File: src/hw/rtl/smsl_pkg.sv
// shared constants and types for the stereo mean-square level meter
package smsl_pkg;

  localparam int SAMPLE_W        = 16;
  localparam int LEVEL_W         = 31;
  localparam int FRAME_SUM_W     = 40;
  localparam int ROUND_SUM_W     = 35;
  localparam int PAIR_CNT_W      = 9;
  localparam int ROUND_CNT_W     = 5;
  localparam int CFG_IDX_W       = 2;
  localparam int CFG_DATA_W      = 31;
  localparam int DIV_W           = FRAME_SUM_W;
  localparam int DVSR_W          = PAIR_CNT_W;
  localparam int DIV_CNT_W       = $clog2(DIV_W + 1);

  localparam logic [PAIR_CNT_W-1:0]  MAX_FRAME_PAIRS = PAIR_CNT_W'(320);
  localparam logic [ROUND_CNT_W-1:0] ROUNDS_RESET    = ROUND_CNT_W'(10);
  localparam logic [LEVEL_W-1:0]     THRESHOLD_RESET = LEVEL_W'(500);

  localparam logic [CFG_IDX_W-1:0] REG_MIC_READY    = 2'd0;
  localparam logic [CFG_IDX_W-1:0] REG_ROUND_TARGET = 2'd1;
  localparam logic [CFG_IDX_W-1:0] REG_THRESHOLD    = 2'd2;

  localparam logic OP_PAIR        = 1'b0;
  localparam logic OP_EMPTY_FRAME = 1'b1;

  typedef struct packed {
    logic              start;
    logic [DIV_W-1:0]  dividend;
    logic [DVSR_W-1:0] divisor;
  } div_req_t;

  typedef struct packed {
    logic             done;
    logic [DIV_W-1:0] quotient;
  } div_rsp_t;

endpackage

File: src/hw/rtl/stereo_mean_square_level_meter.sv
// Stereo mean-square level meter: a sample pair is accepted, then each channel is squared in
// turn through one shared 16x16 squarer and accumulated. The pair that closes a frame adds a
// close step, two serial divisions by the frame's pair count on the shared one-bit-per-cycle
// divider, and a check step. A frame that completes a valid measurement adds two more
// divisions by the target, and any completed measurement adds an emit step that loads the
// result into the output register. An empty-frame request goes from accept to the check step,
// plus the same measurement steps when it completes one. Pairs that arrive at a full frame are
// taken and dropped; one marked last still closes the frame. The input side is ready only
// while the sequencer is idle; a finished result waits in the output register while further
// requests are taken, and the sequencer holds a new result until that register is free.
module stereo_mean_square_level_meter
  import smsl_pkg::*;
(
  input  logic                         clk,
  input  logic                         rst,
  input  logic                         cfg_we,
  input  logic        [CFG_IDX_W-1:0]  cfg_index,
  input  logic        [CFG_DATA_W-1:0] cfg_data,
  input  logic                         in_valid,
  output logic                         in_ready,
  input  logic                         opcode,
  input  logic signed [SAMPLE_W-1:0]   left_sample,
  input  logic signed [SAMPLE_W-1:0]   right_sample,
  input  logic                         frame_last,
  output logic                         out_valid,
  input  logic                         out_ready,
  output logic                         valid_res,
  output logic        [LEVEL_W-1:0]    level_left,
  output logic        [LEVEL_W-1:0]    level_right,
  output logic        [LEVEL_W-1:0]    level_mono,
  output logic                         left_loud,
  output logic                         right_loud
);

  typedef enum logic [10:0] {
    S_IDLE  = 11'b000_0000_0001,
    S_SQ_L  = 11'b000_0000_0010,
    S_SQ_R  = 11'b000_0000_0100,
    S_ACC_R = 11'b000_0000_1000,
    S_CLOSE = 11'b000_0001_0000,
    S_DIV_L = 11'b000_0010_0000,
    S_DIV_R = 11'b000_0100_0000,
    S_CHECK = 11'b000_1000_0000,
    S_AVG_L = 11'b001_0000_0000,
    S_AVG_R = 11'b010_0000_0000,
    S_EMIT  = 11'b100_0000_0000
  } state_t;

  state_t state;

  logic                   mic_ready;
  logic [ROUND_CNT_W-1:0] round_target;
  logic [LEVEL_W-1:0]     threshold;

  logic signed [SAMPLE_W-1:0] left_q;
  logic signed [SAMPLE_W-1:0] right_q;
  logic                       last_q;

  logic [FRAME_SUM_W-1:0] square_sum_left;
  logic [FRAME_SUM_W-1:0] square_sum_right;
  logic [PAIR_CNT_W-1:0]  pairs_in_frame;
  logic [ROUND_SUM_W-1:0] round_sum_left;
  logic [ROUND_SUM_W-1:0] round_sum_right;
  logic [ROUND_CNT_W-1:0] rounds_done;
  logic                   any_pairs_seen;
  logic                   div_issued;
  logic                   meas_ok;
  logic [LEVEL_W-1:0]     lvl_l;
  logic [LEVEL_W-1:0]     lvl_r;

  logic signed [SAMPLE_W-1:0] sq_in;
  logic [LEVEL_W-1:0]         sq_out;
  logic [ROUND_CNT_W-1:0]     target;
  logic [LEVEL_W:0]           mono_sum;
  logic                       out_free;
  logic                       div_state;
  div_req_t                   div_req;
  div_rsp_t                   div_rsp;

  assign in_ready  = (state == S_IDLE);
  assign target    = (round_target == '0) ? ROUND_CNT_W'(1) : round_target;
  assign mono_sum  = {1'b0, lvl_l} + {1'b0, lvl_r};
  assign out_free  = !out_valid || out_ready;
  assign div_state = (state == S_DIV_L) || (state == S_DIV_R) ||
                     (state == S_AVG_L) || (state == S_AVG_R);

  assign sq_in = (state == S_SQ_L) ? left_q : right_q;

  smsl_squarer u_squarer (
    .clk    (clk),
    .sample (sq_in),
    .square (sq_out)
  );

  always_comb begin
    div_req.start = div_state && !div_issued;
    unique case (state)
      S_DIV_L: begin
        div_req.dividend = square_sum_left;
        div_req.divisor  = pairs_in_frame;
      end
      S_DIV_R: begin
        div_req.dividend = square_sum_right;
        div_req.divisor  = pairs_in_frame;
      end
      S_AVG_L: begin
        div_req.dividend = DIV_W'(round_sum_left);
        div_req.divisor  = DVSR_W'(target);
      end
      default: begin
        div_req.dividend = DIV_W'(round_sum_right);
        div_req.divisor  = DVSR_W'(target);
      end
    endcase
  end

  smsl_divider u_divider (
    .clk (clk),
    .rst (rst),
    .req (div_req),
    .rsp (div_rsp)
  );

  // configuration registers
  always_ff @(posedge clk) begin
    if (rst) begin
      mic_ready    <= 1'b0;
      round_target <= ROUNDS_RESET;
      threshold    <= THRESHOLD_RESET;
    end else if (cfg_we) begin
      unique case (cfg_index)
        REG_MIC_READY:    mic_ready    <= cfg_data[0];
        REG_ROUND_TARGET: round_target <= cfg_data[ROUND_CNT_W-1:0];
        REG_THRESHOLD:    threshold    <= cfg_data[LEVEL_W-1:0];
        default: ;
      endcase
    end
  end

  // request capture
  always_ff @(posedge clk) begin
    if (in_valid && in_ready) begin
      left_q  <= left_sample;
      right_q <= right_sample;
      last_q  <= frame_last;
    end
  end

  // sequencer and measurement state
  always_ff @(posedge clk) begin
    if (rst) begin
      state            <= S_IDLE;
      square_sum_left  <= '0;
      square_sum_right <= '0;
      pairs_in_frame   <= '0;
      round_sum_left   <= '0;
      round_sum_right  <= '0;
      rounds_done      <= '0;
      any_pairs_seen   <= 1'b0;
      div_issued       <= 1'b0;
      meas_ok          <= 1'b0;
      out_valid        <= 1'b0;
    end else begin
      // a result loaded in this cycle keeps the output valid
      if (out_valid && out_ready && state != S_EMIT) begin
        out_valid <= 1'b0;
      end
      if (div_req.start) begin
        div_issued <= 1'b1;
      end
      if (div_rsp.done) begin
        div_issued <= 1'b0;
      end

      unique case (state)
        S_IDLE: begin
          if (in_valid) begin
            if (opcode == OP_EMPTY_FRAME) begin
              // drops any partial frame, counts as a round that adds nothing
              square_sum_left  <= '0;
              square_sum_right <= '0;
              pairs_in_frame   <= '0;
              rounds_done      <= rounds_done + ROUND_CNT_W'(1);
              state            <= S_CHECK;
            end else if (pairs_in_frame < MAX_FRAME_PAIRS) begin
              state <= S_SQ_L;
            end else if (frame_last) begin
              state <= S_CLOSE;
            end
          end
        end
        S_SQ_L: begin
          state <= S_SQ_R;
        end
        S_SQ_R: begin
          square_sum_left <= square_sum_left + FRAME_SUM_W'(sq_out);
          state           <= S_ACC_R;
        end
        S_ACC_R: begin
          square_sum_right <= square_sum_right + FRAME_SUM_W'(sq_out);
          pairs_in_frame   <= pairs_in_frame + PAIR_CNT_W'(1);
          state            <= last_q ? S_CLOSE : S_IDLE;
        end
        S_CLOSE: begin
          if (pairs_in_frame != '0) begin
            state <= S_DIV_L;
          end else begin
            rounds_done <= rounds_done + ROUND_CNT_W'(1);
            state       <= S_CHECK;
          end
        end
        S_DIV_L: begin
          if (div_rsp.done) begin
            round_sum_left <= round_sum_left + div_rsp.quotient[ROUND_SUM_W-1:0];
            state          <= S_DIV_R;
          end
        end
        S_DIV_R: begin
          if (div_rsp.done) begin
            round_sum_right  <= round_sum_right + div_rsp.quotient[ROUND_SUM_W-1:0];
            any_pairs_seen   <= 1'b1;
            rounds_done      <= rounds_done + ROUND_CNT_W'(1);
            square_sum_left  <= '0;
            square_sum_right <= '0;
            pairs_in_frame   <= '0;
            state            <= S_CHECK;
          end
        end
        S_CHECK: begin
          if (rounds_done < target) begin
            state <= S_IDLE;
          end else if (mic_ready && any_pairs_seen) begin
            meas_ok <= 1'b1;
            state   <= S_AVG_L;
          end else begin
            meas_ok <= 1'b0;
            state   <= S_EMIT;
          end
        end
        S_AVG_L: begin
          if (div_rsp.done) begin
            state <= S_AVG_R;
          end
        end
        S_AVG_R: begin
          if (div_rsp.done) begin
            state <= S_EMIT;
          end
        end
        S_EMIT: begin
          if (out_free) begin
            out_valid       <= 1'b1;
            round_sum_left  <= '0;
            round_sum_right <= '0;
            rounds_done     <= '0;
            any_pairs_seen  <= 1'b0;
            state           <= S_IDLE;
          end
        end
        default: state <= S_IDLE;
      endcase
    end
  end

  // averaged levels, zero for an invalid measurement
  always_ff @(posedge clk) begin
    if (state == S_CHECK) begin
      lvl_l <= '0;
      lvl_r <= '0;
    end else if (state == S_AVG_L && div_rsp.done) begin
      lvl_l <= div_rsp.quotient[LEVEL_W-1:0];
    end else if (state == S_AVG_R && div_rsp.done) begin
      lvl_r <= div_rsp.quotient[LEVEL_W-1:0];
    end
  end

  // output register
  always_ff @(posedge clk) begin
    if (state == S_EMIT && out_free) begin
      valid_res   <= meas_ok;
      level_left  <= lvl_l;
      level_right <= lvl_r;
      level_mono  <= mono_sum[LEVEL_W:1];
      left_loud   <= meas_ok && (lvl_l > threshold);
      right_loud  <= meas_ok && (lvl_r > threshold);
    end
  end

  // a pair that lands on a full frame without closing it is dropped in place
  a_accept_leaves_idle: assert property (@(posedge clk) disable iff (rst)
    in_valid && in_ready &&
    (opcode == OP_EMPTY_FRAME || pairs_in_frame < MAX_FRAME_PAIRS || frame_last)
    |=> state != S_IDLE)
    else $error("accepted request did not start the sequencer");

  a_invalid_is_zero: assert property (@(posedge clk) disable iff (rst)
    out_valid && !valid_res |-> level_left == '0 && level_right == '0 &&
                                !left_loud && !right_loud)
    else $error("invalid result carries nonzero levels");

  a_div_done_in_div_state: assert property (@(posedge clk) disable iff (rst)
    div_rsp.done |-> div_state && div_issued)
    else $error("divider finished outside a division step");

  a_pairs_bounded: assert property (@(posedge clk) disable iff (rst)
    pairs_in_frame <= MAX_FRAME_PAIRS)
    else $error("frame pair count beyond capacity");

endmodule

File: src/hw/rtl/smsl_squarer.sv
// registered 16-bit signed squarer shared by both channels
module smsl_squarer
  import smsl_pkg::*;
(
  input  logic                       clk,
  input  logic signed [SAMPLE_W-1:0] sample,
  output logic        [LEVEL_W-1:0]  square
);

  logic [SAMPLE_W-1:0]   mag;
  logic [2*SAMPLE_W-1:0] prod;

  // magnitude of the most negative code is 2^15, still fits unsigned
  assign mag  = sample[SAMPLE_W-1] ? (~sample + SAMPLE_W'(1)) : sample;
  assign prod = mag * mag;

  always_ff @(posedge clk) begin
    square <= prod[LEVEL_W-1:0];
  end

endmodule

File: src/hw/rtl/smsl_divider.sv
// restoring divider, one quotient bit per cycle
module smsl_divider
  import smsl_pkg::*;
(
  input  logic     clk,
  input  logic     rst,
  input  div_req_t req,
  output div_rsp_t rsp
);

  logic [DIV_W-1:0]     work;
  logic [DVSR_W-1:0]    dvsr;
  logic [DVSR_W-1:0]    rem;
  logic [DIV_CNT_W-1:0] count;
  logic                 busy;
  logic                 done;
  logic [DVSR_W:0]      trial;
  logic                 fits;

  assign trial = {rem, work[DIV_W-1]};
  assign fits  = trial >= {1'b0, dvsr};

  always_ff @(posedge clk) begin
    if (rst) begin
      busy  <= 1'b0;
      done  <= 1'b0;
      count <= '0;
    end else begin
      done <= 1'b0;
      if (req.start && !busy) begin
        busy  <= 1'b1;
        count <= DIV_CNT_W'(DIV_W);
      end else if (busy) begin
        count <= count - DIV_CNT_W'(1);
        if (count == DIV_CNT_W'(1)) begin
          busy <= 1'b0;
          done <= 1'b1;
        end
      end
    end
  end

  always_ff @(posedge clk) begin
    if (req.start && !busy) begin
      work <= req.dividend;
      dvsr <= req.divisor;
      rem  <= '0;
    end else if (busy) begin
      // remainder stays below the divisor, so it fits back in DVSR_W bits
      rem  <= fits ? DVSR_W'(trial - {1'b0, dvsr}) : trial[DVSR_W-1:0];
      work <= {work[DIV_W-2:0], fits};
    end
  end

  assign rsp.done     = done;
  assign rsp.quotient = work;

endmodule
File: config.mk
export PLATFORM = sky130hd
export DESIGN_NAME = stereo_mean_square_level_meter
export DESIGN_NICKNAME = d
export VERILOG_FILES = /design/src/hw/rtl/smsl_pkg.sv /design/src/hw/rtl/stereo_mean_square_level_meter.sv /design/src/hw/rtl/smsl_squarer.sv /design/src/hw/rtl/smsl_divider.sv
export SDC_FILE = /design/constraint.sdc
export NUM_CORES = 2
export LEC_CHECK = 0
export BUFFER_PORTS_ARGS = -buffer_cell sky130_fd_sc_hd__buf_2
export CAP_MARGIN = 15
export CORE_MARGIN = 2
export CORE_UTILIZATION = 40
export DETAILED_ROUTE_END_ITERATION = 12
export PLACE_DENSITY = 0.67
export SKIP_CTS_REPAIR_TIMING = 1
export SLEW_MARGIN = 5
export SYNTH_ARGS = -nofsm -noshare
export SYNTH_HDL_FRONTEND = slang
export SYNTH_HIERARCHICAL = 1
export SYNTH_SLANG_ARGS = --single-unit
File: constraint.sdc
create_clock -name clk -period 9.6 [get_ports clk]
set_input_delay 1.44 -clock clk [delete_from_list [all_inputs] [get_ports clk]]
set_output_delay 1.44 -clock clk [all_outputs]
set_load 0.03 [all_outputs]
# After elaboration in Yosys (flattened, before gate mapping)
# Index checks and enable logic that the tools add are counted.
[word_totals]
latch_bits = 0
in_bits = 72
register_bits = 504
ramBits = 0
mem_bits_ro = 0
output_inout_bits = 98
memories = 0
wordCells = 172
[op_classes]
bitwise_logic = 4
div = 0
magnitude_cmp = 5
eq_ne = 24
shift = 0
mux = 54
n_addsub = 10
reduce_logical = 41
n_mul = 1
[ops]
columns = ["op", "n"]
rows = [
  ["$pmux 40 s3", 2],
  ["$mux 40", 5],
  ["$pmux 49 s3", 1],
  ["$pmux 35 s2", 2],
  ["$mux 11", 11],
  ["$pmux 11 s11", 1],
  ["$mux 35", 3],
  ["$add 40x31->40", 2],
  ["$add 35x35->35", 2],
  ["$gt 31x31->1", 2],
  ["$mux 9", 4],
  ["$mux 5", 7],
  ["$add 31x31->32", 1],
  ["$mux 16", 2],
  ["$mul 16x16->31", 1],
  ["$pmux 9 s3", 1],
  ["$pmux 5 s4", 1],
  ["$add 16x2->16 const B", 1],
  ["$not 16->16", 1],
  ["$mux 6", 2],
  ["$eq 11x1->1 const B", 1],
  ["$eq 11x10->1 const B", 1],
  ["$eq 11x11->1 const B", 1],
  ["$eq 11x2->1 const B", 1],
  ["other kinds (41)", 83],
]

# Longest topological paths before layout
[logic_depth]
word_depth = 7
mapped_depth = 36
ltp_nobuf = 33

# Modules after synthesis
# Netlist, hierarchy kept.
[by_module_without_submodules]
columns = ["mod", "area_per_inst_um2", "n_inst", "seq_area_each_um2", "cells_each"]
rows = [
  ["stereo_mean_square_level_meter", 24980.2, 1, 9439.1, 2882],
  ["smsl_squarer", 7961.4, 1, 600.6, 887],
  ["smsl_divider", 3113.0, 1, 1811.7, 234],
]

# Worst setup path after synthesis
# OpenSTA, ideal clock, no wires.
[synth_timing]
path_kind = "register -> register"
start = "register state[4]"
end = "register u_squarer.square[29]"
setup_time_ns = 0.072
slack_ns = 0.448
arrival_ns = 9.080
required_ns = 9.528
n_path_buf = 3
period_less_slack_ns = 9.152
path_stages_with_launch = 36
path_cell_list = "dfxtp_1 -> buf_6 -> or4_4 -> or4_1 -> clkbuf_1 -> mux2_2 -> inv_1 -> clkbuf_1 -> ha_1 -> nand3b_1 -> o31ai_1 -> xor2_1 -> clkinv_1 -> nand2_1 -> inv_1 -> fa_1 -> inv_1 -> fa_1 -> inv_1 -> fa_1 -> inv_1 -> fa_1 -> inv_1 -> fa_1 -> inv_1 -> fa_1 -> inv_1 -> ha_1 -> and4_1 -> nor4b_1 -> a211o_1 -> a41oi_2 -> o21ai_1 -> o22a_1 -> a311oi_1 -> xnor2_1"
[synth_between]
elab_chain_cells = 6
[synth_rtl]
columns = ["element", "line_no", "source"]
rows = [
  ["from (decl)", "stereo_mean_square_level_meter.sv:49", "state_t state;"],
  ["from (signal assigned)", "stereo_mean_square_level_meter.sv:202", "state <= last_q ? S_CLOSE : S_IDLE;"],
  ["$eq 11x2->1 *", "stereo_mean_square_level_meter.sv:87", "assign sq_in = (state == S_SQ_L) ? left_q : right_q;"],
  ["$mux 16 *", "stereo_mean_square_level_meter.sv:87", ""],
  ["net sq_in[0]", "stereo_mean_square_level_meter.sv:71", "logic signed [SAMPLE_W-1:0] sq_in;"],
  ["$not 16->16", "smsl_squarer.sv:14", "assign mag = sample[SAMPLE_W-1] ? (~sample + SAMPLE_W'(1)) : sample;"],
  ["$add 16x2->16", "smsl_squarer.sv:14", ""],
  ["$mux 16 *", "smsl_squarer.sv:14", ""],
  ["$mul 16x16->31 *", "smsl_squarer.sv:15", "assign prod = mag * mag;"],
  ["net u_squarer.prod[29]", "smsl_squarer.sv:11", "logic [2*SAMPLE_W-1:0] prod;"],
  ["to (signal assigned)", "smsl_squarer.sv:18", "square <= prod[LEVEL_W-1:0];"],
  ["to (decl)", "smsl_squarer.sv:7", "output logic [LEVEL_W-1:0] square"],
]
# Mark *: on every way through the listed nets, which the timed path passes. The rest lies on a longest branch.
# A chain may end at the register's enable or synchronous reset.

# Final worst setup path
[layout_timing]
start = "register state[5]"
end = "register u_squarer.square[29]"
# The elaborated chain is that of the path after synthesis.

==> impl_metrics.yaml <==
min_path:
  hp-class: "reg2reg"
  holdPathStages: 2
  hp-start: "any_pairs_seen"
  worst_hold_path.endpoint: "any_pairs_seen"
synthesis:
  synth_edf_count: 178
  yosysWarnings: 6
  yosysTopAreaCellShare_pct: 18.0
  yosysUniqueCellTypes: 103
  synthFlopType: "dfxtp_1"
  ys_ff_latch: 503
  synth.yosys.seq_area_share_pct: 32.9
  synth_area_leaders: "dfxtp_1 18%, edfxtp_1 15%, ha_1 12%, fa_1 9.5%, nand2_1 5.7%"
  synth_largest_area_cell: "dfxtp_1"
  synth_area_um2: 36100
  synthCells: 4003
  async_flop_share_pct: 0
  synth_area_per_cell_um2: 9.01
flow_run:
  cap_violations: 0
route:
  drt_iter0_drc: 1977
  vias: 29014
  vias_per_cell: 5.41
  firstDrtPassIters: 6
  postRouteAntennaNets: 0
  drt_wl_total_um: 91400
  drc: 0
  routedWlPerCell_um: 17.1
clock_network:
  cts.sinks: 503
  clk_latency_ns: 0.65
  cts-buffers-inserted: 57
  ctsLongestPathBuffers: 3
  clk_pin_slew_ns: 0.06
  htreeDepth: 2
  clockRootBuffer: "clkbuf_16"
  cts_tree: "done"
global_route:
  grt_max_degree: 77
  grt_overflow: 0
  grt_pass1_vias: 28774
  track_usage_pct: 19.5
  antenna_found_initial: 0
  grt_pass1_wl_um: 149000
finish:
  diodes: 0
  nNetsFinal: 4712
  drive_gt1_share_pct: 10.6
  final_common_cell: "nand2_1"
  layout.cells.non_filler: 5359
  syn_to_final_growth_pct: 11.6
  final_cell_mix: "544 x nand2_1, 339 x inv_1, 335 x ha_1"
critical_path:
  cpPeakStageDelay_ns: 0.59
  crit_arrival_ns: 9.54
  worst_r2r_endpoint: "u_squarer/square[29]"
  required_ns: 10.15
  slowest_stage: "or4_4"
  path_max_fanout: 18
  critPathLaunchType: "flip-flop"
  cp-end-kind: "flip-flop"
  worst_r2r_startpoint: "state[5]"
  rrSetupSlack_ns: 0.61
  path_class: "reg2reg"
  crit_top_cell: "inv_1"
  ff2ff_path_depth: 34
timing:
  rsz0062_at_grt: "no"
  fmax_ghz: 0.111
  min_period_over_period_pct: 93.6
  max-slew-margin-rel_pct: 28.0
  hold_viol: 0
  period_needed_ns: 8.99
  worstMarginPinSlew_ns: 1.08
  tns_ns: 0
  fin_skew_ns: 0.0382
  final_max_slew_viol_count: 0
  setup-violations-final: 0
die:
  num_rows: 110
  core_area_um2: 89700
  die_area_um2: 92600
  die_height_um: 304
  start_util_pct: 40.2
  io_pins: 170
  die_w_um: 304
placed_design:
  dp.cells: 5251
  place.gp.congestion: 0.934
  place.detailed.hpwl_um: 71500
  portBuffers: 169
run_status:
  status: "completed"
## worst max-delay path, delay by kind of cell, from the launching register on
| kind | cells | cell delay (ns) |
|---|---|---|
| flops | 1 | 0.41 |
| buf+inv | 11 | 0.97 |
| mux | 1 | 0.38 |
| xor+xnor | 2 | 0.37 |
| fa+ha+maj | 8 | 3.48 |
| simple gates | 6 | 1.72 |
| compound gates | 6 | 1.56 |
## flip-flops by register name (all words and copies together), names as in the netlist, 5 cells and up
| name | flops |
|---|---|
| u_divider/rem | 9 |
| u_squarer/square | 30 |
| level_left | 31 |
| square_sum_right | 40 |
| pairs_in_frame | 9 |
| rounds_done | 5 |
| threshold | 31 |
| level_mono | 31 |
| round_target | 5 |
| lvl_l | 31 |
| left_q | 16 |
| right_q | 16 |
| square_sum_left | 40 |
| round_sum_right | 35 |
| u_divider/work | 40 |
| state | 11 |
| u_divider/dvsr | 9 |
| u_divider/count | 6 |
| level_right | 31 |
| round_sum_left | 35 |
| lvl_r | 31 |
## layer usage
layer | GRT usage (%) | part of all wire [%] | up-vias
met2 | 33.1 | 46 | 772
li1 | - | - | 14370
met4 | 6.79 | 3.3 | 0
met5 | 0 | 0 | -
met3 | 2.43 | 4.9 | 167
met1 | 25.7 | 46 | 13705
## layout make-up
| cell class | count | area, um^2 |
|---|---|---|
| inverters | 349 | 1320 |
| repair buffers | 218 | 1220 |
| fillers | 8628 | 49500 |
| clock buffers | 77 | 1620 |
| clock inverters | 31 | 373 |
| well taps | 1176 | 1470 |
| flip-flops and latches | 503 | 11900 |
| multi-input cells | 3005 | 22400 |
## logic make-up after synthesis
family          after synthesis  synth area share [%]
buf+inv                     505                  5.43
mux                          72                  2.20
fa+ha+maj                   506                  21.1
other cells                   2                0.0208
xor+xnor                    204                  4.96
compound gates              994                  17.8
simple gates               1217                  15.6
flops                       503                  32.9
## cell usage after synthesis (15+ instances only)
| cell type | instances |
|---|---|
| buf_2 | 19 |
| fa_1 | 171 |
| a222oi_1 | 34 |
| o21ai_0 | 191 |
| inv_1 | 340 |
| nand2b_1 | 34 |
| xor2_1 | 87 |
| a31oi_1 | 26 |
| and2_1 | 20 |
| clkbuf_1 | 123 |
| dfxtp_1 | 325 |
| and3_1 | 34 |
| nor2b_1 | 35 |
| or3_1 | 18 |
| a21oi_1 | 323 |
| mux2_2 | 59 |
| nor3_1 | 44 |
| o21a_1 | 28 |
| xnor2_1 | 117 |
| nand4_1 | 51 |
| nand2_1 | 544 |
| o31ai_1 | 15 |
| nand3_1 | 76 |
| o21bai_1 | 33 |
| a22oi_1 | 47 |
| nor2_1 | 270 |
| a21o_1 | 120 |
| edfxtp_1 | 178 |
| or2_2 | 22 |
| a211oi_1 | 26 |
| ha_1 | 335 |
## through the flow
| stage | cell area, um^2 | hold WS [ns] | worst slack (ns) | util, % |
|---|---|---|---|---|
| CTS | 40200 | 0.454 | 0.407 | 44.8 |
| global route | 40200 | 0.468 | 0.0215 | 44.8 |
| detailed placement | 38200 | 0.446 | 0.419 | 42.6 |
| global placement | 38200 | 0.442 | 0.492 | 42.6 |
| finish | 40200 | 0.452 | 0.610 | 44.8 |
| floorplan | 36100 | 0.432 | 0.448 | - |
## worst max path at each step
stage / from / to / cells after the start
global placement: state[5] / u_squarer/square[28] / 25
CTS: state[5] / u_squarer/square[28] / 29
finish: state[5] / u_squarer/square[29] / 34
global route: state[5] / u_squarer/square[29] / 34
floorplan: state[4] / u_squarer/square[29] / 35
detailed placement: state[5] / u_squarer/square[29] / 33
Power is not shown: default switching activity piles up to over one toggle a cycle in this logic, so the estimate is an artifact.
